<file path="src/hw/rtl/assert_macros.svh">
// ---------------------------------------------------------------------------
// assertion helpers for the diagonal morphology block
// ---------------------------------------------------------------------------
`ifndef ASSERT_MACROS_SVH
`define ASSERT_MACROS_SVH

// same-cycle implication, disabled while reset is low
`define DBM_ASSERT_IMPL(lbl, clk, rst_n, ante, cons) \
    lbl: assert property (@(posedge clk) disable iff (!rst_n) (ante) |-> (cons)) \
        else $error("dbm assertion failed");

// next-cycle implication, disabled while reset is low
`define DBM_ASSERT_NEXT(lbl, clk, rst_n, ante, cons) \
    lbl: assert property (@(posedge clk) disable iff (!rst_n) (ante) |=> (cons)) \
        else $error("dbm assertion failed");

`endif

</file>
<file path="src/hw/rtl/dbm_pkg.sv">
// ---------------------------------------------------------------------------
// dbm_pkg
// shared types and constants of the diagonal binary morphology block
// ---------------------------------------------------------------------------
`default_nettype none

package dbm_pkg;

    // pixel and line store word
    localparam int PIX_W  = 8;
    localparam int LINE_W = 2 * PIX_W;

    // configuration port
    localparam int CFG_IDX_W    = 2;
    localparam int CFG_DATA_W   = 13;
    localparam int CFG_W_BITS   = 11;
    localparam int CFG_H_BITS   = 13;
    localparam int CFG_SIZE_RST = 1024;

    localparam logic [CFG_IDX_W-1:0] CFG_PAINT_MODE   = 2'd0;
    localparam logic [CFG_IDX_W-1:0] CFG_IMAGE_WIDTH  = 2'd1;
    localparam logic [CFG_IDX_W-1:0] CFG_IMAGE_HEIGHT = 2'd2;

    // request opcodes
    localparam logic OP_PIXEL = 1'b0;

    // trigger values per paint mode
    localparam logic [PIX_W-1:0] TRIG_MODE0 = 8'hFF;
    localparam logic [PIX_W-1:0] TRIG_MODE1 = 8'h00;

    // output queue
    localparam int OFIFO_DEPTH = 4;
    localparam int OFIFO_AW    = 2;
    localparam int OFIFO_CW    = 3;

    // command from the sequencer to the window stage
    typedef struct packed {
        logic             vld;        // line store was read for this request
        logic             wr;         // pixel request, line store is written
        logic             em;         // a result leaves for this request
        logic             first_pix;  // first pixel of the image
        logic             top_cl;     // result row is the first row
        logic             bot_cl;     // result row is the last row
        logic             left_cl;    // result column is the first column
        logic             right_cl;   // result column is the last column
        logic             first_ovr;  // single-row image, first column
        logic             last;       // result closes the image
        logic [PIX_W-1:0] pix;
    } t_cmd;

    // one column of the window: rows above, at and below the result row
    typedef struct packed {
        logic [PIX_W-1:0] top;
        logic [PIX_W-1:0] mid;
        logic [PIX_W-1:0] bot;
    } t_col;

    // one result
    typedef struct packed {
        logic [PIX_W-1:0] pixel;
        logic             last;
    } t_res;

endpackage

`default_nettype wire

</file>
<file path="src/hw/rtl/dbm_ofifo.sv">
// ---------------------------------------------------------------------------
// dbm_ofifo
// small result queue between the window stage and the output channel
// ---------------------------------------------------------------------------
`default_nettype none

module dbm_ofifo
    import dbm_pkg::*;
(
    input  logic                i_clk,
    input  logic                i_rst_n,
    input  logic                i_push,
    input  t_res                i_data,
    output logic                o_valid,
    input  logic                i_ready,
    output t_res                o_data,
    output logic [OFIFO_CW-1:0] o_count
);

    t_res                r_mem [OFIFO_DEPTH];
    logic [OFIFO_AW-1:0] r_wr_ptr, r_rd_ptr;
    logic [OFIFO_CW-1:0] r_cnt, n_cnt;
    logic                w_pop;

    assign o_valid = (r_cnt != '0);
    assign w_pop   = o_valid && i_ready;
    assign n_cnt   = r_cnt + OFIFO_CW'(i_push) - OFIFO_CW'(w_pop);
    assign o_data  = r_mem[r_rd_ptr];
    assign o_count = r_cnt;

    // queue storage
    always_ff @(posedge i_clk) begin
        if (i_push) begin
            r_mem[r_wr_ptr] <= i_data;
        end
    end

    // pointers and fill level
    always_ff @(posedge i_clk) begin
        if (!i_rst_n) begin
            r_wr_ptr <= '0;
            r_rd_ptr <= '0;
            r_cnt    <= '0;
        end else begin
            r_cnt <= n_cnt;
            if (i_push) begin
                r_wr_ptr <= r_wr_ptr + OFIFO_AW'(1);
            end
            if (w_pop) begin
                r_rd_ptr <= r_rd_ptr + OFIFO_AW'(1);
            end
        end
    end

endmodule

`default_nettype wire

</file>
<file path="config.mk">
export PLATFORM = sky130hd
export DESIGN_NAME = dbm_ofifo
export DESIGN_NICKNAME = d
export VERILOG_FILES = /design/src/hw/rtl/assert_macros.svh /design/src/hw/rtl/dbm_pkg.sv /design/src/hw/rtl/dbm_ofifo.sv
export SDC_FILE = /design/constraint.sdc
export NUM_CORES = 1
export LEC_CHECK = 0
export BUFFER_PORTS_ARGS = -buffer_cell sky130_fd_sc_hd__buf_2
export CELL_PAD_IN_SITES_DETAIL_PLACEMENT = 0
export CELL_PAD_IN_SITES_GLOBAL_PLACEMENT = 1
export CORE_MARGIN = 1.5
export CORE_UTILIZATION = 35
export DETAILED_ROUTE_END_ITERATION = 10
export GPL_TIMING_DRIVEN = 0
export MAX_ROUTING_LAYER = met4
export PLACE_DENSITY_LB_ADDON = 0.12
export SLEW_MARGIN = 10
export SYNTH_ARGS = -nofsm -noshare
export SYNTH_HDL_FRONTEND = slang
export SYNTH_SLANG_ARGS = --single-unit
</file>
<file path="constraint.sdc">
create_clock -name i_clk -period 2.1 [get_ports i_clk]
set_clock_uncertainty 0.15 [all_clocks]
set_input_delay 0.42 -clock i_clk [delete_from_list [all_inputs] [get_ports i_clk]]
set_output_delay 0.42 -clock i_clk [all_outputs]
set_load 0.05 [all_outputs]
</file>
# Word-level counts from Yosys, hierarchy flattened

Memories as Yosys holds them, arrays and structs flattened. A register that Yosys moved wholly into a read port is not among the register bits.
Cells that the tools add are included.

Register bits after elaboration: 7
Bits in writable memories: 36
Output and inout port bits: 13
Word-level logic and storage cells: 14
Memories kept: 1

Memories:

| memory | depth | width | rd ports | clocked after memory_dff | write ports | RTL line        | RTL |
|---|---|---|---|---|---|---|---|
| r_mem  | 4     | 9     | 1        | 1                        | 1           | dbm_ofifo.sv:20 | `t_res r_mem [OFIFO_DEPTH];` |

$add $sub $neg: 4
Mux-type cells: 4
Reductions and logical operators: 2

Operators with widths:

| operator                                    | count |
|---|---|
| adder 2 x 1 -> 2 bit, second input constant | 2 |
| 2-to-1 mux 2 bit                            | 2 |
| adder 3 x 1 -> 3 bit                        | 1 |
| nonzero test 3 bit                          | 1 |
| subtractor 3 x 1 -> 3 bit                   | 1 |
| 2-to-1 mux 1 bit                            | 2 |
| logical AND 1 bit                           | 1 |

# Depth between registers and ports, before layout

Word-level depth: 4
Gate-level depth with buffers: 7
Gate-level depth less buffers: 7

# Least setup slack after synthesis

Ideal clock, no wire load.

Kind: register -> register
From: register r_cnt[1], in the netlist o_count[1]
To: register r_cnt[2], in the netlist o_count[2]
Setup time: 0.115 ns
Arrival time: 2.092 ns
Required time: 1.835 ns
Slack: -0.257 ns
Stages on the path, launching flop included: 8
Buffers on the path: 0
Clock period less this slack: 2.357 ns
Cells stage by stage: dfxtp_1 -> o31a_2 -> ha_1 -> inv_1 -> ha_1 -> fa_1 -> xnor3_1 -> and2_1

Word-level cells in the longest chain between the ends: 3
Elaborated cells between the ends (all ways): 4
Classes of those cells: 2 x add/sub; 2 x reduce/logical

Ends and longest elaborated chain:

| what                      | RTL line        | RTL |
|---|---|---|
| start: declaration        | dbm_ofifo.sv:22 | `logic [OFIFO_CW-1:0] r_cnt, n_cnt;` |
| start signal: assignment  | dbm_ofifo.sv:45 | `r_cnt <= n_cnt;` |
| nonzero test 3 bit        | dbm_ofifo.sv:25 | `assign o_valid = (r_cnt != '0);` |
| logical AND 1 bit         | dbm_ofifo.sv:26 | `assign w_pop = o_valid && i_ready;` |
| net w_pop                 | dbm_ofifo.sv:23 | `logic w_pop;` |
| subtractor 3 x 1 -> 3 bit | dbm_ofifo.sv:27 | `assign n_cnt = r_cnt + OFIFO_CW'(i_push) - OFIFO_CW'(w_pop);` |

The timed path passes the listed nets, and every way through them passes these cells.
A chain may end at the register's enable or synchronous reset.

==> out/metrics.cfg <==
[outcome]
status = finished clean

[critical_path]
cp.arrival_ns = 1.52
r2r_cells = 7
endpoint = o_data[8]
max_stage_delay_ns = 0.52
critPathRequiredTime_ns = 1.53
r2r-end = o_count[2]
cpMaxStageDelayCell = mux4_2
end_kind = primary output
reg2reg_from = o_count[2]
r2r_slack_ns = 0.03
critical-path-top-delay-family = multiplexers
startpoint_type = flip-flop
crit_cells = 3
worstSetupPathType = reg2out
worst-path-buf-inv = 2
critical_path.cell_chain = buf_8, mux4_2, buf_6
cp_max_fo = 5

[detailed_routing]
vias = 889
drt_first_pass_iters = 4
drc = 0
ant_nets = 0
viasPerCell = 4.58
drt_wl_total_um = 2820
drt_iter0_markers = 43
wl_per_cell_um = 14.5

[sta]
timing_hold_violations_final = 0
tightest_slew_ns = 0.508
slew_violations = 0
fmaxAchievable_mhz = 479
period_minus_slack_ns = 2.09
max-slew-margin-rel = 0.662
rsz0062_at_grt = yes
setup_viol = 0
fin_ws_ns = 0.0135
timing.final.crit_share = 0.994

[power]
leakagePower_nw = 0.822
power.density_nw_per_um2 = 1230
peakVddDrop_uv = 823
power.total_mw = 2.76

[placement]
gp_congestion = 0.648
dp_hpwl_um = 1830
dp_slack_ns = -0.0152
port_buffers = 25

[layout]
drive_above_1_share = 0.441
antenna_cells = 0
syn2layout_area_growth_pct = 27.1
fillers = 429
finalNetCount = 146

[clocking]
cts.sinks = 45
clkLatencyLatePin_ns = 0.29
path_clk_slew_ns = 0.08
cts_hold_buf = 0
clock_path_buffers = 2
cts_tree = built
clock-root-buffer = clkbuf_8
htreeDepth = 2
cts_buffers = 5

[synth]
synth-seq-area-share = 0.712
synthDominantAreaCellType = edfxtp_1
synth_cells = 91
syn_area_per_cell_um2 = 19.5
synth_nets = 111
syn_area_um2 = 1770
synth-warning-count = 0
yosys-top-cells-area = edfxtp_1, mux4_2, dfxtp_1, ha_1, and2_1
netlist.area_leader.share = 0.611
synth.distinct_cells = 18
synth-seq-cells = 45

[grt]
grt_antenna_before_repair = 0
track_usage = 0.118
grt_pass1_vias = 921
gr-total-overflow = 0
grt_pass1_wl_um = 4440
grt_max_degree = 15

[floorplanning]
die_h_um = 74.1
ios = 26
rows = 25
initial_core_util = 0.370
core_um2 = 4790
die_area_um2 = 5490
die_w_um = 74.1

[hold_path]
hold_path_class = in2reg
worstHoldStart = i_data[6]

[run]
cap_viol_max_count = 0

==> cell type report <==
cell class | instances | area [um^2] | share of cell area
sequential | 45 | 1280 | 0.567
multi-input combinational | 38 | 505 | 0.225
timing repair buffer | 28 | 228 | 0.101
clock buffer | 7 | 108 | 0.0478
tap | 67 | 83.8 | 0.0372
inverter | 6 | 22.5 | 0.0100
buffer | 2 | 20.0 | 0.00889
clock inverter | 1 | 7.51 | 0.00334
==> cells in the final DEF (no fill, tap or decap), drive strengths merged <==
cell type	netlist	routed
xor2	1	1
ha	6	6
or3	1	1
mux2i	4	4
clkinvlp	0	1
nand2	2	2
edfxtp	36	36
xnor3	1	1
o311ai	1	1
buf	1	29
fa	1	1
inv	6	6
dfxtp	9	9
o31a	1	1
nor2b	1	1
and2	8	8
nand2b	2	2
clkbuf	1	8
mux4	9	9
==> Yosys cell counts (all sizes together) <==
cell type   n
edfxtp     36
dfxtp       9
mux4        9
and2        8
ha          6
inv         6
mux2i       4
nand2       2
nand2b      2
buf         1
clkbuf      1
fa          1
nor2b       1
o311ai      1
o31a        1
or3         1
xnor3       1
xor2        1
==> sequential cells by signal, summed over array words and instances (netlist names), named ones only <==
signal,cells
r_rd_ptr,2
r_mem,36
o_count,3
r_wr_ptr,2
==> kinds of logic (layout without fill, tap and decap cells) <==
family	count (synthesis)	count (layout)	share of synthesized area
AOI/OAI and AO/OA	2	2	0.0106
buffers and inverters	8	44	0.0219
xor gates and xnor gates	2	2	0.0177
DFF	45	45	0.712
adders and majority gates	7	7	0.0537
muxes	13	13	0.137
and+or+nand+nor	14	14	0.0466
==> metrics by stage <==
step	util	TNS [ns]	hold slack [ns]	cells	instance area, um^2
floorplan	-	-0.0223	0.299	91	1810
detailed placement	0.423	-0.0152	0.334	183	2020
CTS	0.470	-0.00631	0.179	194	2250
global placement	0.423	0	0.311	183	2020
global route	0.470	-0.128	0.183	194	2250
finish	0.470	0	0.189	194	2250
==> worst min path at each step <==
stage	depth (start not counted)	slack, ns	to
4_1_cts	1	0.18	r_mem[2][6]
2_1_floorplan	2	0.30	flip-flop
5_1_grt	1	0.18	r_mem[1][0]
3_3_place_gp	2	0.31	r_rd_ptr[1]
6_report	1	0.19	r_mem[2][6]
3_5_place_dp	2	0.33	r_rd_ptr[1]
==> per-layer routing <==
layer,up-vias,GRT usage,share of wire
li1,416,-,-
met1,443,0.131,0.43
met2,25,0.195,0.51
met3,5,0.0285,0.049
met4,0,0.0617,0.018
met5,-,-,0
==> report_power, final <==
group | total [mW] | switching, mW | leakage (nW) | internal (mW)
sequential | 1.12 | 0.0599 | 0.407 | 1.06
combinational | 1.02 | 0.570 | 0.359 | 0.448
clock | 0.623 | 0.284 | 0.0556 | 0.339
==> what timing repair did <==
item	CTS	global route
gates cloned	1	0
endpoints found under the setup margin	10	6
setup buffers	2	0
resized for setup	24	0
endpoints found under the hold margin	0	0
pin swaps	1	1
Note: power is estimated with default switching activity, not from simulation.
