--- config.mk ---
export PLATFORM = sky130hd
export DESIGN_NAME = dbm_ctrl
export DESIGN_NICKNAME = d
export VERILOG_FILES = /design/src/hw/rtl/dbm_pkg.sv /design/src/hw/rtl/dbm_ctrl.sv
export VERILOG_INCLUDE_DIRS = /design/src /design/src/hw/rtl
export SDC_FILE = /design/constraint.sdc
export NUM_CORES = 1
export LEC_CHECK = 0
export BUFFER_PORTS_ARGS = -buffer_cell sky130_fd_sc_hd__buf_2
export CORE_MARGIN = 3
export CORE_UTILIZATION = 59
export CTS_BUF_LIST = sky130_fd_sc_hd__clkbuf_4 sky130_fd_sc_hd__clkbuf_8 sky130_fd_sc_hd__clkbuf_16
export DETAILED_ROUTE_END_ITERATION = 12
export PLACE_DENSITY = 0.81
export REMOVE_ABC_BUFFERS = 1
export SYNTH_ARGS = -nofsm -noshare
export SYNTH_HDL_FRONTEND = slang
export SYNTH_SLANG_ARGS = --single-unit
--- constraint.sdc ---
create_clock -name i_clk -period 3.8 [get_ports i_clk]
set_input_delay 0.38 -clock i_clk [delete_from_list [all_inputs] [get_ports i_clk]]
set_output_delay 0.38 -clock i_clk [all_outputs]
set_load 0.02 [all_outputs]
--- src/hw/rtl/assert_macros.svh ---
// ---------------------------------------------------------------------------
// assertion helpers for the diagonal morphology block
// ---------------------------------------------------------------------------
`ifndef ASSERT_MACROS_SVH
`define ASSERT_MACROS_SVH

// same-cycle implication, disabled while reset is low
`define DBM_ASSERT_IMPL(lbl, clk, rst_n, ante, cons) \
    lbl: assert property (@(posedge clk) disable iff (!rst_n) (ante) |-> (cons)) \
        else $error("dbm assertion failed");

// next-cycle implication, disabled while reset is low
`define DBM_ASSERT_NEXT(lbl, clk, rst_n, ante, cons) \
    lbl: assert property (@(posedge clk) disable iff (!rst_n) (ante) |=> (cons)) \
        else $error("dbm assertion failed");

`endif

--- src/hw/rtl/dbm_pkg.sv ---
// ---------------------------------------------------------------------------
// dbm_pkg
// shared types and constants of the diagonal binary morphology block
// ---------------------------------------------------------------------------
`default_nettype none

package dbm_pkg;

    // pixel and line store word
    localparam int PIX_W  = 8;
    localparam int LINE_W = 2 * PIX_W;

    // configuration port
    localparam int CFG_IDX_W    = 2;
    localparam int CFG_DATA_W   = 13;
    localparam int CFG_W_BITS   = 11;
    localparam int CFG_H_BITS   = 13;
    localparam int CFG_SIZE_RST = 1024;

    localparam logic [CFG_IDX_W-1:0] CFG_PAINT_MODE   = 2'd0;
    localparam logic [CFG_IDX_W-1:0] CFG_IMAGE_WIDTH  = 2'd1;
    localparam logic [CFG_IDX_W-1:0] CFG_IMAGE_HEIGHT = 2'd2;

    // request opcodes
    localparam logic OP_PIXEL = 1'b0;

    // trigger values per paint mode
    localparam logic [PIX_W-1:0] TRIG_MODE0 = 8'hFF;
    localparam logic [PIX_W-1:0] TRIG_MODE1 = 8'h00;

    // output queue
    localparam int OFIFO_DEPTH = 4;
    localparam int OFIFO_AW    = 2;
    localparam int OFIFO_CW    = 3;

    // command from the sequencer to the window stage
    typedef struct packed {
        logic             vld;        // line store was read for this request
        logic             wr;         // pixel request, line store is written
        logic             em;         // a result leaves for this request
        logic             first_pix;  // first pixel of the image
        logic             top_cl;     // result row is the first row
        logic             bot_cl;     // result row is the last row
        logic             left_cl;    // result column is the first column
        logic             right_cl;   // result column is the last column
        logic             first_ovr;  // single-row image, first column
        logic             last;       // result closes the image
        logic [PIX_W-1:0] pix;
    } t_cmd;

    // one column of the window: rows above, at and below the result row
    typedef struct packed {
        logic [PIX_W-1:0] top;
        logic [PIX_W-1:0] mid;
        logic [PIX_W-1:0] bot;
    } t_col;

    // one result
    typedef struct packed {
        logic [PIX_W-1:0] pixel;
        logic             last;
    } t_res;

endpackage

`default_nettype wire

--- src/hw/rtl/dbm_ctrl.sv ---
// ---------------------------------------------------------------------------
// dbm_ctrl
// configuration registers, raster counters and request sequencing
// ---------------------------------------------------------------------------
`default_nettype none
`include "assert_macros.svh"

module dbm_ctrl
    import dbm_pkg::*;
#(
    parameter int MAX_WIDTH  = 1024,
    parameter int MAX_HEIGHT = 4096,
    localparam int AW = $clog2(MAX_WIDTH)
) (
    input  logic                  i_clk,
    input  logic                  i_rst_n,
    input  logic                  i_cfg_wr_en,
    input  logic [CFG_IDX_W-1:0]  i_cfg_index,
    input  logic [CFG_DATA_W-1:0] i_cfg_data,
    input  logic                  i_in_valid,
    output logic                  o_in_ready,
    input  logic                  i_op,
    input  logic [PIX_W-1:0]      i_pixel_in,
    input  logic [OFIFO_CW-1:0]   i_fifo_cnt,
    output logic                  o_rd_en,
    output logic [AW-1:0]         o_rd_addr,
    output t_cmd                  o_cmd,
    output logic [AW-1:0]         o_cmd_addr,
    output logic                  o_paint_mode
);

    localparam int WW = $clog2(MAX_WIDTH + 1);
    localparam int HW = $clog2(MAX_HEIGHT + 1);
    localparam int RW = $clog2(MAX_HEIGHT);
    localparam int PW = $clog2(MAX_WIDTH + 2);
    localparam int RST_W = (CFG_SIZE_RST > MAX_WIDTH) ? MAX_WIDTH : CFG_SIZE_RST;
    localparam int RST_H = (CFG_SIZE_RST > MAX_HEIGHT) ? MAX_HEIGHT : CFG_SIZE_RST;

    logic          r_paint_mode, n_paint_mode;
    logic [WW-1:0] r_w, n_w;
    logic [HW-1:0] r_h, n_h;
    logic [AW-1:0] r_in_col, n_in_col;
    logic [RW-1:0] r_in_row, n_in_row;
    logic          r_in_done, n_in_done;
    logic [PW-1:0] r_pend, n_pend;
    logic [AW-1:0] r_out_col, n_out_col;
    logic [RW-1:0] r_out_row, n_out_row;
    t_cmd          r_cmd, n_cmd;
    logic [AW-1:0] r_cmd_addr;

    logic [31:0]   w_cfg_w_raw, w_cfg_h_raw;
    logic [WW-1:0] w_cfg_w;
    logic [HW-1:0] w_cfg_h;
    logic [AW-1:0] w_col_last, w_out_col_next;
    logic [RW-1:0] w_row_last;
    logic [PW-1:0] w_pend_full;
    logic          w_acc, w_is_pix, w_pix_emit, w_emit, w_rd, w_last;
    logic          w_in_col_end, w_in_row_end, w_out_col_end;

    // size clamping of written values
    assign w_cfg_w_raw = 32'(i_cfg_data[CFG_W_BITS-1:0]);
    assign w_cfg_h_raw = 32'(i_cfg_data[CFG_H_BITS-1:0]);
    assign w_cfg_w = (w_cfg_w_raw == 32'd0) ? WW'(1) :
                     (w_cfg_w_raw > 32'(MAX_WIDTH)) ? WW'(MAX_WIDTH) : WW'(w_cfg_w_raw);
    assign w_cfg_h = (w_cfg_h_raw == 32'd0) ? HW'(1) :
                     (w_cfg_h_raw > 32'(MAX_HEIGHT)) ? HW'(MAX_HEIGHT) : HW'(w_cfg_h_raw);

    // register write decode
    always_comb begin
        n_paint_mode = r_paint_mode;
        n_w          = r_w;
        n_h          = r_h;
        if (i_cfg_wr_en) begin
            unique case (i_cfg_index)
                CFG_PAINT_MODE:   n_paint_mode = i_cfg_data[0];
                CFG_IMAGE_WIDTH:  n_w = w_cfg_w;
                CFG_IMAGE_HEIGHT: n_h = w_cfg_h;
                default: ;
            endcase
        end
    end

    // image geometry
    assign w_col_last  = AW'(r_w - WW'(1));
    assign w_row_last  = RW'(r_h - HW'(1));
    assign w_pend_full = PW'(r_w) + PW'(1);

    // request classification
    assign o_in_ready     = (i_fifo_cnt + OFIFO_CW'(r_cmd.em)) < OFIFO_CW'(OFIFO_DEPTH);
    assign w_acc          = i_in_valid && o_in_ready;
    assign w_is_pix       = !r_in_done && (i_op == OP_PIXEL);
    assign w_pix_emit     = w_is_pix && (r_pend == w_pend_full);
    assign w_emit         = w_pix_emit || r_in_done;
    assign w_rd           = w_is_pix || r_in_done;
    assign w_last         = r_in_done && (r_pend == PW'(1));
    assign w_in_col_end   = (r_in_col == w_col_last);
    assign w_in_row_end   = (r_in_row == w_row_last);
    assign w_out_col_end  = (r_out_col == w_col_last);
    assign w_out_col_next = w_out_col_end ? '0 : r_out_col + AW'(1);

    // line store read: pixel column, or the column after the result for a drain
    assign o_rd_en   = w_acc && w_rd;
    assign o_rd_addr = w_is_pix ? r_in_col : w_out_col_next;

    // counter updates
    always_comb begin
        n_in_col  = r_in_col;
        n_in_row  = r_in_row;
        n_in_done = r_in_done;
        n_pend    = r_pend;
        n_out_col = r_out_col;
        n_out_row = r_out_row;
        if (w_acc && w_is_pix) begin
            if (w_in_col_end) begin
                n_in_col = '0;
                if (w_in_row_end) begin
                    n_in_row  = '0;
                    n_in_done = 1'b1;
                end else begin
                    n_in_row = r_in_row + RW'(1);
                end
            end else begin
                n_in_col = r_in_col + AW'(1);
            end
            if (!w_pix_emit) begin
                n_pend = r_pend + PW'(1);
            end
        end
        if (w_acc && r_in_done) begin
            n_pend = r_pend - PW'(1);
            if (w_last) begin
                n_in_done = 1'b0;
            end
        end
        if (w_acc && w_emit) begin
            if (w_last) begin
                n_out_col = '0;
                n_out_row = '0;
            end else if (w_out_col_end) begin
                n_out_col = '0;
                n_out_row = r_out_row + RW'(1);
            end else begin
                n_out_col = w_out_col_next;
            end
        end
    end

    // command for the window stage
    always_comb begin
        n_cmd.vld       = w_acc && w_rd;
        n_cmd.wr        = w_acc && w_is_pix;
        n_cmd.em        = w_acc && w_emit;
        n_cmd.first_pix = w_acc && w_is_pix && (r_in_col == '0) && (r_in_row == '0);
        n_cmd.top_cl    = (r_out_row == '0);
        n_cmd.bot_cl    = (r_out_row == w_row_last);
        n_cmd.left_cl   = (r_out_col == '0);
        n_cmd.right_cl  = w_out_col_end;
        n_cmd.first_ovr = (w_row_last == '0) && (r_out_col == '0);
        n_cmd.last      = w_last;
        n_cmd.pix       = i_pixel_in;
    end

    // control registers
    always_ff @(posedge i_clk) begin
        if (!i_rst_n) begin
            r_paint_mode <= 1'b0;
            r_w          <= WW'(RST_W);
            r_h          <= HW'(RST_H);
            r_in_col     <= '0;
            r_in_row     <= '0;
            r_in_done    <= 1'b0;
            r_pend       <= '0;
            r_out_col    <= '0;
            r_out_row    <= '0;
            r_cmd        <= '0;
        end else begin
            r_paint_mode <= n_paint_mode;
            r_w          <= n_w;
            r_h          <= n_h;
            r_in_col     <= n_in_col;
            r_in_row     <= n_in_row;
            r_in_done    <= n_in_done;
            r_pend       <= n_pend;
            r_out_col    <= n_out_col;
            r_out_row    <= n_out_row;
            r_cmd        <= n_cmd;
        end
    end

    // command address, payload only
    always_ff @(posedge i_clk) begin
        r_cmd_addr <= o_rd_addr;
    end

    assign o_cmd        = r_cmd;
    assign o_cmd_addr   = r_cmd_addr;
    assign o_paint_mode = r_paint_mode;

    // the closing result returns the sequencer to the start of an image
    `DBM_ASSERT_NEXT(a_frame_restart, i_clk, i_rst_n, w_acc && w_last,
        (r_pend == '0) && !r_in_done && (r_out_col == '0) && (r_out_row == '0))
    // a complete image always has results outstanding
    `DBM_ASSERT_IMPL(a_done_pending, i_clk, i_rst_n, r_in_done, r_pend != '0)

endmodule

`default_nettype wire

; Word level (Yosys, flattened, before mapping)
; Index checks and enable logic that the tools add are counted.
[word_totals]
register_bits = 108
inputBits = 31
out_inout_bits = 41
elab_cells = 94
[classes]
add_sub_neg = 10
n_lt_le_gt_ge = 3
eq_ne = 9
muxes = 20
bitwise_logic = 1
reduce_logical = 30
[op_table]
columns = op, n
row1 = $logic_not 32->1, 2
row2 = $mux 12, 5
row3 = $mux 11, 5
row4 = $mux 10, 5
row5 = $logic_not 12->1, 3
row6 = $add 12x1->12 const B, 2
row7 = $eq 12x12->1, 2
row8 = $add 11x1->11 const B, 2
row9 = $add 10x1->10 const B, 2
row10 = $eq 10x10->1, 2
row11 = $logic_not 10->1, 2
row12 = $gt 13x13->1 const B, 1
row13 = $reduce_and 2->1, 6
row14 = $sub 12x1->12 const B, 1
row15 = $eq 11x1->1 const B, 1
row16 = $eq 11x11->1, 1
row17 = $gt 11x11->1 const B, 1
row18 = $logic_and 1x1->1, 11
row19 = $sub 11x1->11 const B, 1
row20 = $sub 10x1->10 const B, 1
row21 = $mux 1, 5
row22 = $reduce_bool 2->1, 2
row23 = $add 3x1->3, 1
row24 = $lt 3x3->1 const B, 1
row25 = 7 further kinds, 8

; Longest topological paths before layout
[depth]
word_depth = 7
ltp_mapped = 12
mapped_depth_nobuf = 10

; Least setup slack after synthesis
; No wires, ideal clock.
[synth_timing]
path_kind = register to output
startpoint = register r_w[0]
endpoint = output o_rd_addr[2]
arrival_ns = 2.659
required_time_ns = 3.420
slack_ns = 0.761
stages_incl_launch_ff = 12
path_buffers = 2
path_cell_list = dfxtp_1 buf_2 inv_1 ha_1 nor3b_2 nand2_1 xor2_1 o2111ai_1 nor4_1 o221a_2 clkbuf_1 o31ai_1
[synth_via]
elab_chain_len = 4
[synth_rtl]
columns = element, line_no
row1 = from (decl), dbm_ctrl.sv:40  ; logic [WW-1:0] r_w, n_w;
row2 = from (signal assigned), dbm_ctrl.sv:167  ; r_w <= WW'(RST_W);
row3 = from (signal assigned), dbm_ctrl.sv:178  ; r_w <= n_w;
row4 = $sub 10x1->10, dbm_ctrl.sv:84  ; assign w_col_last = AW'(r_w - WW'(1));
row5 = $eq 10x10->1, dbm_ctrl.sv:98  ; assign w_out_col_end = (r_out_col == w_col_last);
row6 = $mux 10, dbm_ctrl.sv:99  ; assign w_out_col_next = w_out_col_end ? '0 : r_out_col + AW'(1);
row7 = $mux 10, dbm_ctrl.sv:103  ; assign o_rd_addr = w_is_pix ? r_in_col : w_out_col_next;
row8 = to (decl), dbm_ctrl.sv:26  ; output logic [AW-1:0] o_rd_addr,
; No other way between the ends.

; Worst setup path after layout
[layout_timing]
startpoint = register r_w[0]
endpoint = output o_rd_addr[1]
; The elaborated chain is that of the path after synthesis.

==> summary.txt <==
Status
  – Outcome: finished clean

Timing
  – Setup TNS: 0 ns
  – Layout Skew: 0.0170 ns
  – Minimum clock period: 3.57 ns
  – Final WS setup: 0.233 ns
  – Final setup vio count: 0
  – Tcrit/Tclk final: 0.939
  – Slew Limit Fails: 0
  – Worst-Margin Slew: 0.721 ns
  – F_max: 280 MHz
  – RSZ-0062 raised after global routing: no
  – Slew margin rel.: 0.518
  – Final hold vios: 0

Global routing
  – M1 GR Usage: 0.384
  – First-pass GRT wire length: 28700 um
  – Largest net degree at the start of global routing: 38
  – GR Layer Usage met3: 0.0469
  – Most used routing layer: met2
  – Met2 Use GR: 0.442
  – Initial antenna violation count: 0
  – Gr ovfl total: 0
  – All-Layer GR Usage: 0.284
  – Vias in the first global route: 5643

Worst setup path
  – Setup CP Type: register to output port
  – Worst setup SP type: register
  – CP max FO: 12
  – Cell Chain, Critical Path: inv_1 > ha_1 > nor3b_4 > nand2_1 > xor2_1 > o2111ai_1 > nor4_1 > o221a_2 > o31ai_1 > buf_2
  – Worst Path Required: 3.42 ns
  – Worst Setup SP: r_w[0]
  – Crit path capture type: output port
  – Slowest Stage Delay on Critical Path: 0.44 ns
  – Worst path slowest cell: dfxtp_1
  – Reg2reg start: r_w[0]
  – Arrival time worst endpoint: 3.19 ns

Cells and area
  – Ant diodes: 0
  – Area occupied by multi-input gates: 4050 um2
  – Nets: 875
  – Sequential Area: 2160 um2
  – Area Overhead vs Synth: 8.66%
  – Fill count: 882
  – Share of cells above drive strength 1: 0.135

Detailed routing
  – Drt via density: 6.24
  – Drc violations: 0
  – Vias: 6049
  – Remaining antenna violation count: 0
  – WL/cell: 17.9 um
  – 1st-iter DRT viols: 660
  – Final wirelength: 17400 um
  – Router iterations before antenna repair: 5

Floorplanning
  – Row count: 37
  – Num ports: 72
  – Die area: 12300 um2
  – Die Y: 111 um
  – Initial Util: 0.618
  – CORE AREA: 10600 um2
  – Die X: 111 um

Clock tree
  – Num CTS Buffers: 9
  – Clock sinks: 108
  – Worst skew pair latency: 0.40 ns
  – CTS tree: done
  – Root buf cell: clkbuf_8
  – Clk buf depth: 2
  – H-tree depth: 3
  – Clk slew on worst S/H paths: 0.11 ns

Place
  – GP Congestion: 0.984
  – DP Worst Slack: 0.354 ns
  – HPWL Detailed: 13200 um
  – Input/output buffers: 71

Pwr
  – Pwr dens: 300 nW/um2
  – Total chip power: 2130 uW
  – Leakage: 0.00273 uW
  – Max VDD drop: 0.247 mV

Synth
  – Synth unique cells: 67
  – Sequential-to-total area share from yosys stat: 0.332
  – Ys flop type: dfxtp_1
  – Post-synth EDFFs: 0
  – Top-count cell post-synth: dfxtp_1
  – Mapped Cells: 791
  – Mean area per synthesized cell: 8.24 um2
  – FF+latch count, synth: 108
  – Ranking of synthesized cells by instance count: 108 x dfxtp_1, 79 x nor2_1, 70 x nand2_1
  – Synth area leader: dfxtp_1
  – YS warnings: 0
  – Ranking of synthesized cells by area: dfxtp_1 33%, xnor2_1 7.9%, xor2_1 5.9%
  – Mapped cell area: 6520 um2
  – Post-synthesis async set-or-reset flop share: 0
  – Top-area cell type share of the netlist area: 0.332

Hold path
  – Hold WC Path Type: input pin to register
  – Worst Hold Launch: i_pixel_in[4]

Flow run
  – Max Cap Viol: 0
==> path summary, 6_finish.rpt <==
check,endpoint,slack [ns],cells past startpoint
max,o_rd_addr[1],0.23,10
min,o_cmd[4],0.18,2
max reg2reg,r_out_row[9],0.35,9
min reg2reg,r_w[10],0.54,2
==> registers in the layout (all words and copies together), names as in the netlist <==
signal	flops
r_w	11
r_in_done	1
r_h	12
o_cmd_addr	10
r_in_col	10
o_cmd	18
r_out_row	12
o_paint_mode	1
r_out_col	10
r_in_row	12
r_pend	11
==> per-layer routing <==
metal | vias up | share of wire
li1 | 2869 | -
met1 | 2804 | 0.43
met3 | 46 | 0.086
met4 | 0 | 0.037
met2 | 330 | 0.44
met5 | - | 0
==> cells by family after synthesis <==
logic type,Yosys count,synth area share
AO/OA/AOI/OAI,120,0.126
XOR/XNOR,110,0.163
adder cells (fa/ha/maj),15,0.0288
buffers and inverters,80,0.0488
flip-flops,108,0.332
multiplexers,5,0.00768
AND/OR/NAND/NOR,353,0.294
==> timing repair <==
item                                    4_1_cts  5_1_grt
setup buffers                                 0        0
resized for setup                             0        1
hold buffers                                  0        0
endpoints found under the setup margin        0       10
==> where the power goes <==
group	switching, uW	internal [uW]	total (uW)
sequential	23.3	1150	1170
combinational	156	109	265
clock	430	260	690
==> final cells by class <==
| cell class | instances | area share |
|---|---|---|
| clock buffers | 10 | 0.0185 |
| multi-input cells | 603 | 0.571 |
| flip-flops and latches | 108 | 0.305 |
| inverters | 28 | 0.0148 |
| clock inverters | 6 | 0.00760 |
| repair buffers | 79 | 0.0586 |
| well taps | 136 | 0.0240 |
==> worst max-delay path: cells and delay by family, from the launching register on <==
kind / cells / cell delay [ns]
compound gates: 3 / 0.69
xor+xnor: 1 / 0.17
fa+ha+maj: 1 / 0.27
buf+inv: 2 / 0.34
flops: 1 / 0.44
simple gates: 3 / 0.88
==> cell usage in the layout (no fill, tap or decap), types with 6 or more instances in the layout <==
master and instances:
a21oi_1 35, a22oi_1 14, and2_1 15, and3_1 15
and4_1 7, buf_2 71, buf_4 8, clkbuf_8 9
dfxtp_1 108, ha_1 15, inv_1 28, nand2_1 70
nand2b_1 7, nand3_1 38, nand3b_1 6, nand4_1 23
nor2_1 79, nor3_1 14, nor3b_1 9, nor4_1 19
nor4b_1 6, o21ai_0 11, o31ai_1 14, or3_1 12
or4_1 7, xnor2_1 59, xnor3_1 7, xor2_1 44
==> through the flow <==
step / instance area (um2) / hold WS, ns / utilization / cells
2_1_floorplan: 6310 / 0.469 / - / 739
6_report: 7080 / 0.181 / 0.671 / 970
4_1_cts: 7080 / 0.171 / 0.670 / 970
3_3_place_gp: 6890 / 0.471 / 0.653 / 954
5_1_grt: 7080 / 0.171 / 0.671 / 970
3_5_place_dp: 6890 / 0.517 / 0.653 / 954
Note: power is estimated with default switching activity, not from simulation.
