**config.mk**
```make
export PLATFORM = sky130hd
export DESIGN_NAME = dbm_window
export DESIGN_NICKNAME = d
export VERILOG_FILES = /design/src/hw/rtl/dbm_pkg.sv /design/src/hw/rtl/dbm_window.sv
export VERILOG_INCLUDE_DIRS = /design/src /design/src/hw/rtl
export SDC_FILE = /design/constraint.sdc
export NUM_CORES = 1
export LEC_CHECK = 0
export BUFFER_PORTS_ARGS = -buffer_cell sky130_fd_sc_hd__clkbuf_2
export CORE_ASPECT_RATIO = 1.25
export CORE_UTILIZATION = 34
export DETAILED_ROUTE_END_ITERATION = 12
export PLACE_DENSITY = 0.55
export SETUP_SLACK_MARGIN = 0.1
export SYNTH_ARGS = -nofsm -noshare
export SYNTH_HDL_FRONTEND = slang
export SYNTH_SLANG_ARGS = --single-unit
```
**constraint.sdc**
```tcl
create_clock -name i_clk -period 3 [get_ports i_clk]
set_input_delay 0.45 -clock i_clk [delete_from_list [all_inputs] [get_ports i_clk]]
set_output_delay 0.45 -clock i_clk [all_outputs]
set_load 0.005 [all_outputs]
```
**src/hw/rtl/assert_macros.svh**
```systemverilog
// ---------------------------------------------------------------------------
// assertion helpers for the diagonal morphology block
// ---------------------------------------------------------------------------
`ifndef ASSERT_MACROS_SVH
`define ASSERT_MACROS_SVH

// same-cycle implication, disabled while reset is low
`define DBM_ASSERT_IMPL(lbl, clk, rst_n, ante, cons) \
    lbl: assert property (@(posedge clk) disable iff (!rst_n) (ante) |-> (cons)) \
        else $error("dbm assertion failed");

// next-cycle implication, disabled while reset is low
`define DBM_ASSERT_NEXT(lbl, clk, rst_n, ante, cons) \
    lbl: assert property (@(posedge clk) disable iff (!rst_n) (ante) |=> (cons)) \
        else $error("dbm assertion failed");

`endif

```
**src/hw/rtl/dbm_pkg.sv**
```systemverilog
// ---------------------------------------------------------------------------
// dbm_pkg
// shared types and constants of the diagonal binary morphology block
// ---------------------------------------------------------------------------
`default_nettype none

package dbm_pkg;

    // pixel and line store word
    localparam int PIX_W  = 8;
    localparam int LINE_W = 2 * PIX_W;

    // configuration port
    localparam int CFG_IDX_W    = 2;
    localparam int CFG_DATA_W   = 13;
    localparam int CFG_W_BITS   = 11;
    localparam int CFG_H_BITS   = 13;
    localparam int CFG_SIZE_RST = 1024;

    localparam logic [CFG_IDX_W-1:0] CFG_PAINT_MODE   = 2'd0;
    localparam logic [CFG_IDX_W-1:0] CFG_IMAGE_WIDTH  = 2'd1;
    localparam logic [CFG_IDX_W-1:0] CFG_IMAGE_HEIGHT = 2'd2;

    // request opcodes
    localparam logic OP_PIXEL = 1'b0;

    // trigger values per paint mode
    localparam logic [PIX_W-1:0] TRIG_MODE0 = 8'hFF;
    localparam logic [PIX_W-1:0] TRIG_MODE1 = 8'h00;

    // output queue
    localparam int OFIFO_DEPTH = 4;
    localparam int OFIFO_AW    = 2;
    localparam int OFIFO_CW    = 3;

    // command from the sequencer to the window stage
    typedef struct packed {
        logic             vld;        // line store was read for this request
        logic             wr;         // pixel request, line store is written
        logic             em;         // a result leaves for this request
        logic             first_pix;  // first pixel of the image
        logic             top_cl;     // result row is the first row
        logic             bot_cl;     // result row is the last row
        logic             left_cl;    // result column is the first column
        logic             right_cl;   // result column is the last column
        logic             first_ovr;  // single-row image, first column
        logic             last;       // result closes the image
        logic [PIX_W-1:0] pix;
    } t_cmd;

    // one column of the window: rows above, at and below the result row
    typedef struct packed {
        logic [PIX_W-1:0] top;
        logic [PIX_W-1:0] mid;
        logic [PIX_W-1:0] bot;
    } t_col;

    // one result
    typedef struct packed {
        logic [PIX_W-1:0] pixel;
        logic             last;
    } t_res;

endpackage

`default_nettype wire

```
**src/hw/rtl/dbm_window.sv**
```systemverilog
// ---------------------------------------------------------------------------
// dbm_window
// line store read-modify-write, 3x3 window columns and diagonal test
// ---------------------------------------------------------------------------
`default_nettype none
`include "assert_macros.svh"

module dbm_window
    import dbm_pkg::*;
#(
    parameter int AW = 10
) (
    input  logic              i_clk,
    input  logic              i_rst_n,
    input  t_cmd              i_cmd,
    input  logic [AW-1:0]     i_cmd_addr,
    input  logic              i_req_en,
    input  logic [AW-1:0]     i_req_addr,
    input  logic [LINE_W-1:0] i_rd_data,
    input  logic              i_paint_mode,
    output logic              o_wr_en,
    output logic [AW-1:0]     o_wr_addr,
    output logic [LINE_W-1:0] o_wr_data,
    output logic              o_push,
    output t_res              o_result
);

    t_col              r_p0, r_p1;
    logic [PIX_W-1:0]  r_first;
    logic              r_fwd;
    logic [LINE_W-1:0] r_fwd_data;

    logic [LINE_W-1:0] w_line;
    t_col              w_new, w_center, w_left, w_right;
    logic [PIX_W-1:0]  w_trig;
    logic              w_fwd, w_hit;

    // true when a clamped column holds the trigger above or below the result row
    function automatic logic col_hit(input t_col c, input logic top_cl, input logic bot_cl,
                                     input logic [PIX_W-1:0] trig);
        logic [PIX_W-1:0] up;
        logic [PIX_W-1:0] dn;
        up = top_cl ? c.mid : c.top;
        dn = bot_cl ? c.mid : c.bot;
        return (up == trig) || (dn == trig);
    endfunction

    // line data, forwarded when the previous request wrote the same column
    assign w_line    = r_fwd ? r_fwd_data : i_rd_data;
    assign w_new.top = w_line[LINE_W-1:PIX_W];
    assign w_new.mid = w_line[PIX_W-1:0];
    assign w_new.bot = i_cmd.pix;

    // write back: the newer row ages, the pixel becomes the newer row
    assign o_wr_en   = i_cmd.vld && i_cmd.wr;
    assign o_wr_addr = i_cmd_addr;
    assign o_wr_data = {w_new.mid, i_cmd.pix};
    assign w_fwd     = i_req_en && o_wr_en && (i_req_addr == i_cmd_addr);

    // window columns with edge clamping
    always_comb begin
        if (i_cmd.first_ovr) begin
            w_center.top = r_first;
            w_center.mid = r_first;
            w_center.bot = r_first;
        end else begin
            w_center = r_p0;
        end
        w_left  = i_cmd.left_cl ? w_center : r_p1;
        w_right = i_cmd.right_cl ? w_center : w_new;
    end

    // diagonal test
    assign w_trig = i_paint_mode ? TRIG_MODE1 : TRIG_MODE0;
    assign w_hit  = col_hit(w_left, i_cmd.top_cl, i_cmd.bot_cl, w_trig) ||
                    col_hit(w_right, i_cmd.top_cl, i_cmd.bot_cl, w_trig);

    assign o_push          = i_cmd.em;
    assign o_result.pixel  = w_hit ? w_trig : w_center.mid;
    assign o_result.last   = i_cmd.last;

    // window shift and first pixel capture
    always_ff @(posedge i_clk) begin
        if (!i_rst_n) begin
            r_p0    <= '0;
            r_p1    <= '0;
            r_first <= '0;
            r_fwd   <= 1'b0;
        end else begin
            r_fwd <= w_fwd;
            if (i_cmd.vld) begin
                r_p1 <= w_center;
                r_p0 <= w_new;
            end
            if (i_cmd.first_pix) begin
                r_first <= i_cmd.pix;
            end
        end
    end

    // forwarded line word
    always_ff @(posedge i_clk) begin
        r_fwd_data <= o_wr_data;
    end

    // forwarding is only armed by a write in the cycle before
    `DBM_ASSERT_NEXT(a_fwd_source, i_clk, i_rst_n, !o_wr_en, !r_fwd)
    // a result always comes with a line store read
    `DBM_ASSERT_IMPL(a_push_read, i_clk, i_rst_n, o_push, i_cmd.vld)

endmodule

`default_nettype wire

```
### Word-level counts from Yosys, hierarchy flattened

Cells that the tools add are included.

| storage, ports and cells | value |
|---|---|
| flip-flop bits (word level) | 73 |
| bits of input ports | 58 |
| output and inout port bits | 37 |

| cells by class | value |
|---|---|
| eq/ne operators | 5 |
| muxes and demuxes | 10 |
| reductions and logical operators | 6 |

Operator list:

| kind | count |
|---|---|
| $mux W24 | 3 |
| $mux W8 | 6 |
| $eq A8 B8 Y1 | 4 |
| $mux W16 | 1 |
| $eq A10 B10 Y1 | 1 |
| $logic_and A1 B1 Y1 | 3 |
| $logic_or A1 B1 Y1 | 3 |

### Logic depth before layout (Yosys ltp)

Gate-level depths: netlist (run 1).

| depth | value |
|---|---|
| word-level depth | 7 |
| gate-level depth with buffers | 11 |
| mapped depth without buffers | 9 |

### Worst setup path after synthesis (run 1)

OpenSTA, ideal clock, no wires.

| timing path | value |
|---|---|
| path kind | in2out |
| start | input port i_cmd[13] in the netlist's numbering |
| end | output port o_result[1] in the netlist's numbering |
| arrival time | 2.296 ns |
| stages on the path | 10 |
| data required time | 2.550 ns |
| buffers on the path | 4 |
| path slack | 0.254 ns |
| cells stage by stage | buf_2 > buf_2 > buf_4 > buf_4 > a211oi_1 > a22oi_1 > nor4b_1 > o211ai_1 > nand4_4 > mux2i_1 |

RTL lines:

| element | line | RTL |
|---|---|---|
| start: declaration | dbm_window.sv:15 | `input t_cmd i_cmd,` |
| end: declaration | dbm_window.sv:25 | `output t_res o_result` |

==> impl_metrics.py, run 1 <==
metrics = {
    "setup_path": {
        "crit_type": "reg -> out",
        "worst-path-buf-inv": 2,
        "worstPathRequired_ps": 2550,
        "end_kind": "primary output",
        "path_cells": "buf_12, mux2_4, o22ai_4, a211oi_2, nand4_1, or3_1, a221o_1, nand4_4, mux2i_1, buf_2",
        "crit_path_start_kind": "flop",
        "slowest_delay_ps": 360,
        "crit_family": "compound AO/OA/AOI/OAI gates",
        "arrival_ps": 2790,
        "critPathMaxFanout": 8,
        "cp_slowest_cell": "dfxtp_4",
    },
    "sta": {
        "fin_skew_ps": 4.554,
        "fin_crit_sh": 1.079,
        "final_hold_viol_count": 0,
        "whs_ps": 262.5,
        "drv_slew": 0,
        "fin_crit_ps": 3236,
        "relSlewSlack": 0.4074,
        "grt_setup_unrepaired": "true",
        "tns_ps": -1483,
        "setup_violations": 8,
        "tightest_slew_ps": 888.9,
        "fmax_mhz": 309.0,
        "worst_slack_ps": -235.8,
    },
    "die": {
        "core_region_area_um2": 13230,
        "dieArea_um2": 14060,
        "io_pins": 95,
        "start_util": 0.3491,
        "die_h_um": 132.3,
        "die_w_um": 106.3,
        "fp-row-count": 47,
    },
    "min_path": {
        "hold_path_class": "in -> reg",
    },
    "yosys": {
        "synth-edff-count": 0,
        "synth_area_um2": 4619,
        "ys.flop_type": "dfxtp_1",
        "synthCells": 511,
        "synthDominantCellAreaShare": 0.3164,
        "yosys_warnings": 0,
        "synth_nets": 569,
        "synth-async-reset-ratio": 0,
        "ys_seq_area_frac": 0.3164,
        "synth_area_leaders": "dfxtp_1, mux2i_1, o211a_1",
        "syn_area_per_cell_um2": 9.040,
        "ys_types": 61,
        "synth_seq_cells": 73,
        "synth_top_area_cell": "dfxtp_1",
    },
    "detailed_routing": {
        "drcViolationCount": 0,
        "wl_met3_um": 461,
        "drtPass1Iterations": 4,
        "dr_wl_met2_um": 7249,
        "avgRoutedWirePerCell_um": 17.95,
        "met1Wirelength_um": 6340,
        "drt_iter0_drc": 201,
        "wl_um": 14350,
        "dr_total_vias": 4165,
        "highest_layer": "met4",
        "antenna_left": 0,
        "vias_per_cell": 5.213,
    },
    "layout": {
        "area_growth_pct": 30.01,
        "post-route-util": 0.4539,
        "fillerInstances": 1316,
        "final_nets": 681,
        "design_area_um2": 6006,
        "ff_latch_area_um2": 1466,
        "layout_commonest_cell": "clkbuf_2",
        "layout_common_cells": "clkbuf_2, mux2i_1, buf_4",
        "drive_gt1_frac": 0.3694,
        "antennaDiodeCount": 0,
        "multi_input_area_um2": 2849,
    },
    "global_route": {
        "antenna_found_initial": 0,
        "grt_pass1_vias": 4172,
        "grt_start_max_net_pins": 80,
        "grt_pass1_wl_um": 22610,
        "overflow": 0,
        "grt_use_total": 0.2113,
    },
    "clocking": {
        "clock_path_buffers": 2,
        "clkTransAtPathRegs_ps": 60,
        "cts_htree_levels": 3,
        "cts.sinks": 73,
        "cts_tree": "yes",
        "cts-hold-fix-buffers": 0,
        "cts_buffers": 9,
        "cts-root-buf": "clkbuf_16",
        "insertion_delay_ps": 350,
    },
    "flow_run": {
        "cap_violations": 0,
    },
    "place": {
        "hpwl_um": 10880,
        "numPortBuffers": 90,
        "placed_area_um2": 5439,
        "place_ws_ps": -408.4,
        "place.gp.congestion": 0.8816,
    },
    "power": {
        "power_density_nw_per_um2": 481.6,
        "ir_drop_mv": 0.2669,
        "p_leak_nw": 2.882,
    },
    "outcome": {
        "violations": "setup timing",
        "status": "finished, violations left",
    },
}
[sequential cells by signal, indices dropped and copies added (netlist names)]
name	count
r_p0	24
r_p1	24
r_fwd_data	16
r_first	8
r_fwd	1
[Yosys cell counts, types with 5 or more instances]
master    number
xnor2_1        5
o211a_1       26
nor2b_1       32
inv_1         14
dfxtp_1       73
o21ai_0       19
mux2_2        15
buf_2          9
nor2_1        16
o22ai_1        5
a211oi_1      13
a31oi_1        6
nand3_1        7
a21oi_1       16
clkbuf_1      21
xor2_1         5
and3_1         5
mux2i_1       78
nand2_1       44
o211ai_1       7
buf_4         32
[final timing paths]
| check | start | endpoint | slack (ps) | cells after the start |
|---|---|---|---|---|
| hold / removal | i_cmd[2] | r_fwd_data[2]$_DFF_P_ | 260 | 1 |
| setup reg to reg | r_fwd$_SDFF_PN0_ | r_p0[16]$_SDFFE_PN0P_ | 1660 | 5 |
| setup / recovery | r_fwd$_SDFF_PN0_ | o_result[6] | -240 | 10 |
| hold reg to reg | r_p1[21]$_SDFFE_PN0P_ | r_p1[21]$_SDFFE_PN0P_ | 480 | 1 |
[metrics by stage]
| stage | std cells | total power, mW |
|---|---|---|
| floorplan | 511 | 1.448 |
| global placement | 778 | 1.683 |
| detailed placement | 778 | 1.692 |
| CTS | 796 | 2.889 |
| global route | 799 | 3.013 |
| finish | 799 | 2.892 |
[area by class of cell]
cell class	count	share of cell area
multi-input cells	357	0.4744
well taps	171	0.03562
repair buffers	167	0.1819
inverters	15	0.009375
clock inverters	6	0.01479
clock buffers	10	0.03979
flip-flops and latches	73	0.2442
[logic make-up after synthesis]
kind of cell,after synthesis,synth area share
compound gates,115,0.1866
simple gates,135,0.1568
buf+inv,81,0.1010
mux,97,0.2202
flops,73,0.3164
xor+xnor,10,0.01896
[metal layers]
metal	vias to the layer above	global-route usage
met2	90	0.3658
li1	2051	-
met5	-	0
met4	0	0.07639
met3	18	0.04251
met1	2006	0.2562
[power by group]
| group | total (mW) | internal, mW | leakage (nW) | switching (mW) |
|---|---|---|---|---|
| Sequential | 1.08 | 1.03 | 0.607 | 0.0563 |
| Clock | 1.18 | 0.751 | 0.155 | 0.432 |
| Combinational | 0.624 | 0.314 | 2.12 | 0.310 |
[repair_timing]
| action | 4_1_cts | 5_1_grt |
|---|---|---|
| setup endpoints to repair | 8 | 8 |
| pin swaps | 9 | 10 |
| buffers inserted | 2 | 3 |
| resized for setup | 19 | 34 |
| endpoints found under the hold margin | 0 | 0 |
Power figures use the tool's default switching activity.
==> inputs of run 2 (changes only) <==
--- a/config.mk
+++ b/config.mk
@@ -9,6 +9,7 @@
 export BUFFER_PORTS_ARGS = -buffer_cell sky130_fd_sc_hd__clkbuf_2
 export CORE_ASPECT_RATIO = 1.25
 export CORE_UTILIZATION = 34
+export CTS_BUF_LIST = sky130_fd_sc_hd__clkbuf_16
 export DETAILED_ROUTE_END_ITERATION = 12
 export PLACE_DENSITY = 0.55
 export SETUP_SLACK_MARGIN = 0.1
==> impl_metrics.py, run 2 (same netlist as run 1, synthesis figures left out) <==
metrics = {
    "layout": {
        "area_growth_pct": 29.79,
        "reg_top3": "r_p0 x24, r_p1 x24, r_fwd_data x16",
        "fillerInstances": 1321,
        "final_nets": 681,
        "antennaDiodeCount": 0,
        "layout_common_cells": "clkbuf_2, mux2i_1, buf_4",
        "layout_commonest_cell": "clkbuf_2",
        "drive_gt1_frac": 0.3678,
    },
    "detailed_routing": {
        "antenna_left": 0,
        "drt_iter0_drc": 189,
        "dr_total_vias": 4169,
        "avgRoutedWirePerCell_um": 18.02,
        "vias_per_cell": 5.218,
        "drtPass1Iterations": 4,
        "wl_um": 14400,
        "drcViolationCount": 0,
    },
    "setup_path": {
        "worstPathRequired_ps": 2550,
        "slowest_delay_ps": 360,
        "crit_family": "compound AO/OA/AOI/OAI gates",
        "worst-path-buf-inv": 2,
        "arrival_ps": 2780,
        "path_cells": "buf_12, mux2_4, o22ai_4, a211oi_2, nand4_1, or3_1, a221o_1, nand4_4, mux2i_1, buf_2",
        "cp_slowest_cell": "dfxtp_4",
        "end_kind": "primary output",
        "crit_path_start_kind": "flop",
        "critPathMaxFanout": 8,
        "crit_type": "reg -> out",
    },
    "sta": {
        "worst_slack_ps": -232.9,
        "grt_setup_unrepaired": "true",
        "fin_skew_ps": 4.982,
        "relSlewSlack": 0.4042,
        "final_hold_viol_count": 0,
        "setup_violations": 8,
        "tightest_slew_ps": 893.7,
        "tns_ps": -1465,
        "drv_slew": 0,
        "fin_crit_ps": 3233,
        "fmax_mhz": 309.3,
        "fin_crit_sh": 1.078,
    },
    "outcome": {
        "violations": "setup timing",
        "status": "finished, violations left",
    },
    "power": {
        "p_leak_nw": 2.877,
        "ir_drop_mv": 0.2669,
        "p_total_mw": 2.863,
        "p_seq_frac": 0.379,
        "pwr-share-comb": 0.218,
        "p_sw_frac": 0.2778,
        "clkPwrFrac": 0.403,
        "power_density_nw_per_um2": 477.6,
        "power.switching_mw": 0.7955,
        "p_int_mw": 2.068,
    },
    "die": {
        "die_w_um": 106.3,
        "start_util": 0.3491,
        "core_region_area_um2": 13230,
        "die_h_um": 132.3,
        "dieArea_um2": 14060,
        "fp-row-count": 47,
        "io_pins": 95,
    },
    "clocking": {
        "insertion_delay_ps": 350,
        "clock_path_buffers": 2,
        "cts-root-buf": "clkbuf_16",
        "cts-hold-fix-buffers": 0,
        "cts_htree_levels": 3,
        "cts_buffers": 9,
        "cts_tree": "yes",
        "cts.sinks": 73,
        "clkTransAtPathRegs_ps": 60,
    },
    "place": {
        "hpwl_um": 10880,
        "place.gp.congestion": 0.8816,
        "numPortBuffers": 90,
    },
    "global_route": {
        "antenna_found_initial": 0,
        "grt_start_max_net_pins": 80,
        "grt_pass1_vias": 4175,
        "grt_pass1_wl_um": 22670,
        "overflow": 0,
        "grt_use_total": 0.2121,
    },
    "min_path": {
        "hold_path_class": "in -> reg",
    },
    "flow_run": {
        "cap_violations": 0,
    },
}
run 2: cell count changes in the layout (fill, tap and decap cells not counted), sizes merged:
cell	delta
clkbuf	-1
clkinv	+1
run 2: through the flow:
step	std cells	area (um^2)	util	setup slack (ps)	hold slack, ps
finish	799	5996	0.4531	-232.9	268.1
detailed placement	778	5439	0.4111	-408.4	468.4
global placement	778	5439	0.4111	-328.6	465.3
CTS	796	5851	0.4422	-313.1	248.5
floorplan	511	4619	-	254.4	453.3
global route	799	5996	0.4531	-307.4	262.3
run 2: final timing paths:
kind	start	to	slack, ps	cells after the start
min reg2reg	r_p1[21]$_SDFFE_PN0P_	r_p1[21]$_SDFFE_PN0P_	480	1
max	r_fwd$_SDFF_PN0_	o_result[6]	-230	10
max reg2reg	r_fwd$_SDFF_PN0_	r_p0[16]$_SDFFE_PN0P_	1660	5
min	i_cmd[2]	r_fwd_data[2]$_DFF_P_	270	1
run 2: area by class of cell:
| class | instances | area [um^2] | area share |
|---|---|---|---|
| clock buffer | 9 | 225.2 | 0.03756 |
| clock inverter | 7 | 92.59 | 0.01544 |
| inverter | 15 | 56.30 | 0.009391 |
| multi-input combinational | 357 | 2849 | 0.4752 |
| sequential | 73 | 1466 | 0.2446 |
| tap | 171 | 214.0 | 0.03568 |
| timing repair buffer | 167 | 1092 | 0.1822 |
run 2: power by group through the flow:
stage          clock network, mW  logic (mW)  registers [mW]
2_1_floorplan                  0       0.369            1.08
3_3_place_gp                   0       0.582            1.10
3_5_place_dp                   0       0.590            1.10
4_1_cts                     1.18       0.605            1.08
5_1_grt                     1.22       0.683            1.09
6_report                    1.15       0.625            1.08
run 2: layer usage:
| layer | track usage | up-vias | wire length (um) |
|---|---|---|---|
| met2 | 0.3662 | 98 | 7334 |
| met3 | 0.04251 | 12 | 537 |
| met4 | 0.07870 | 0 | 186 |
| met1 | 0.2571 | 2008 | 6341 |
| met5 | 0 | - | 0 |
| li1 | - | 2051 | - |
run 2: timing repair:
action                                  in CTS  in global routing
pin swaps                                    9                 10
buffers inserted                             2                  3
endpoints found under the setup margin       8                  8
resized for setup                           19                 34
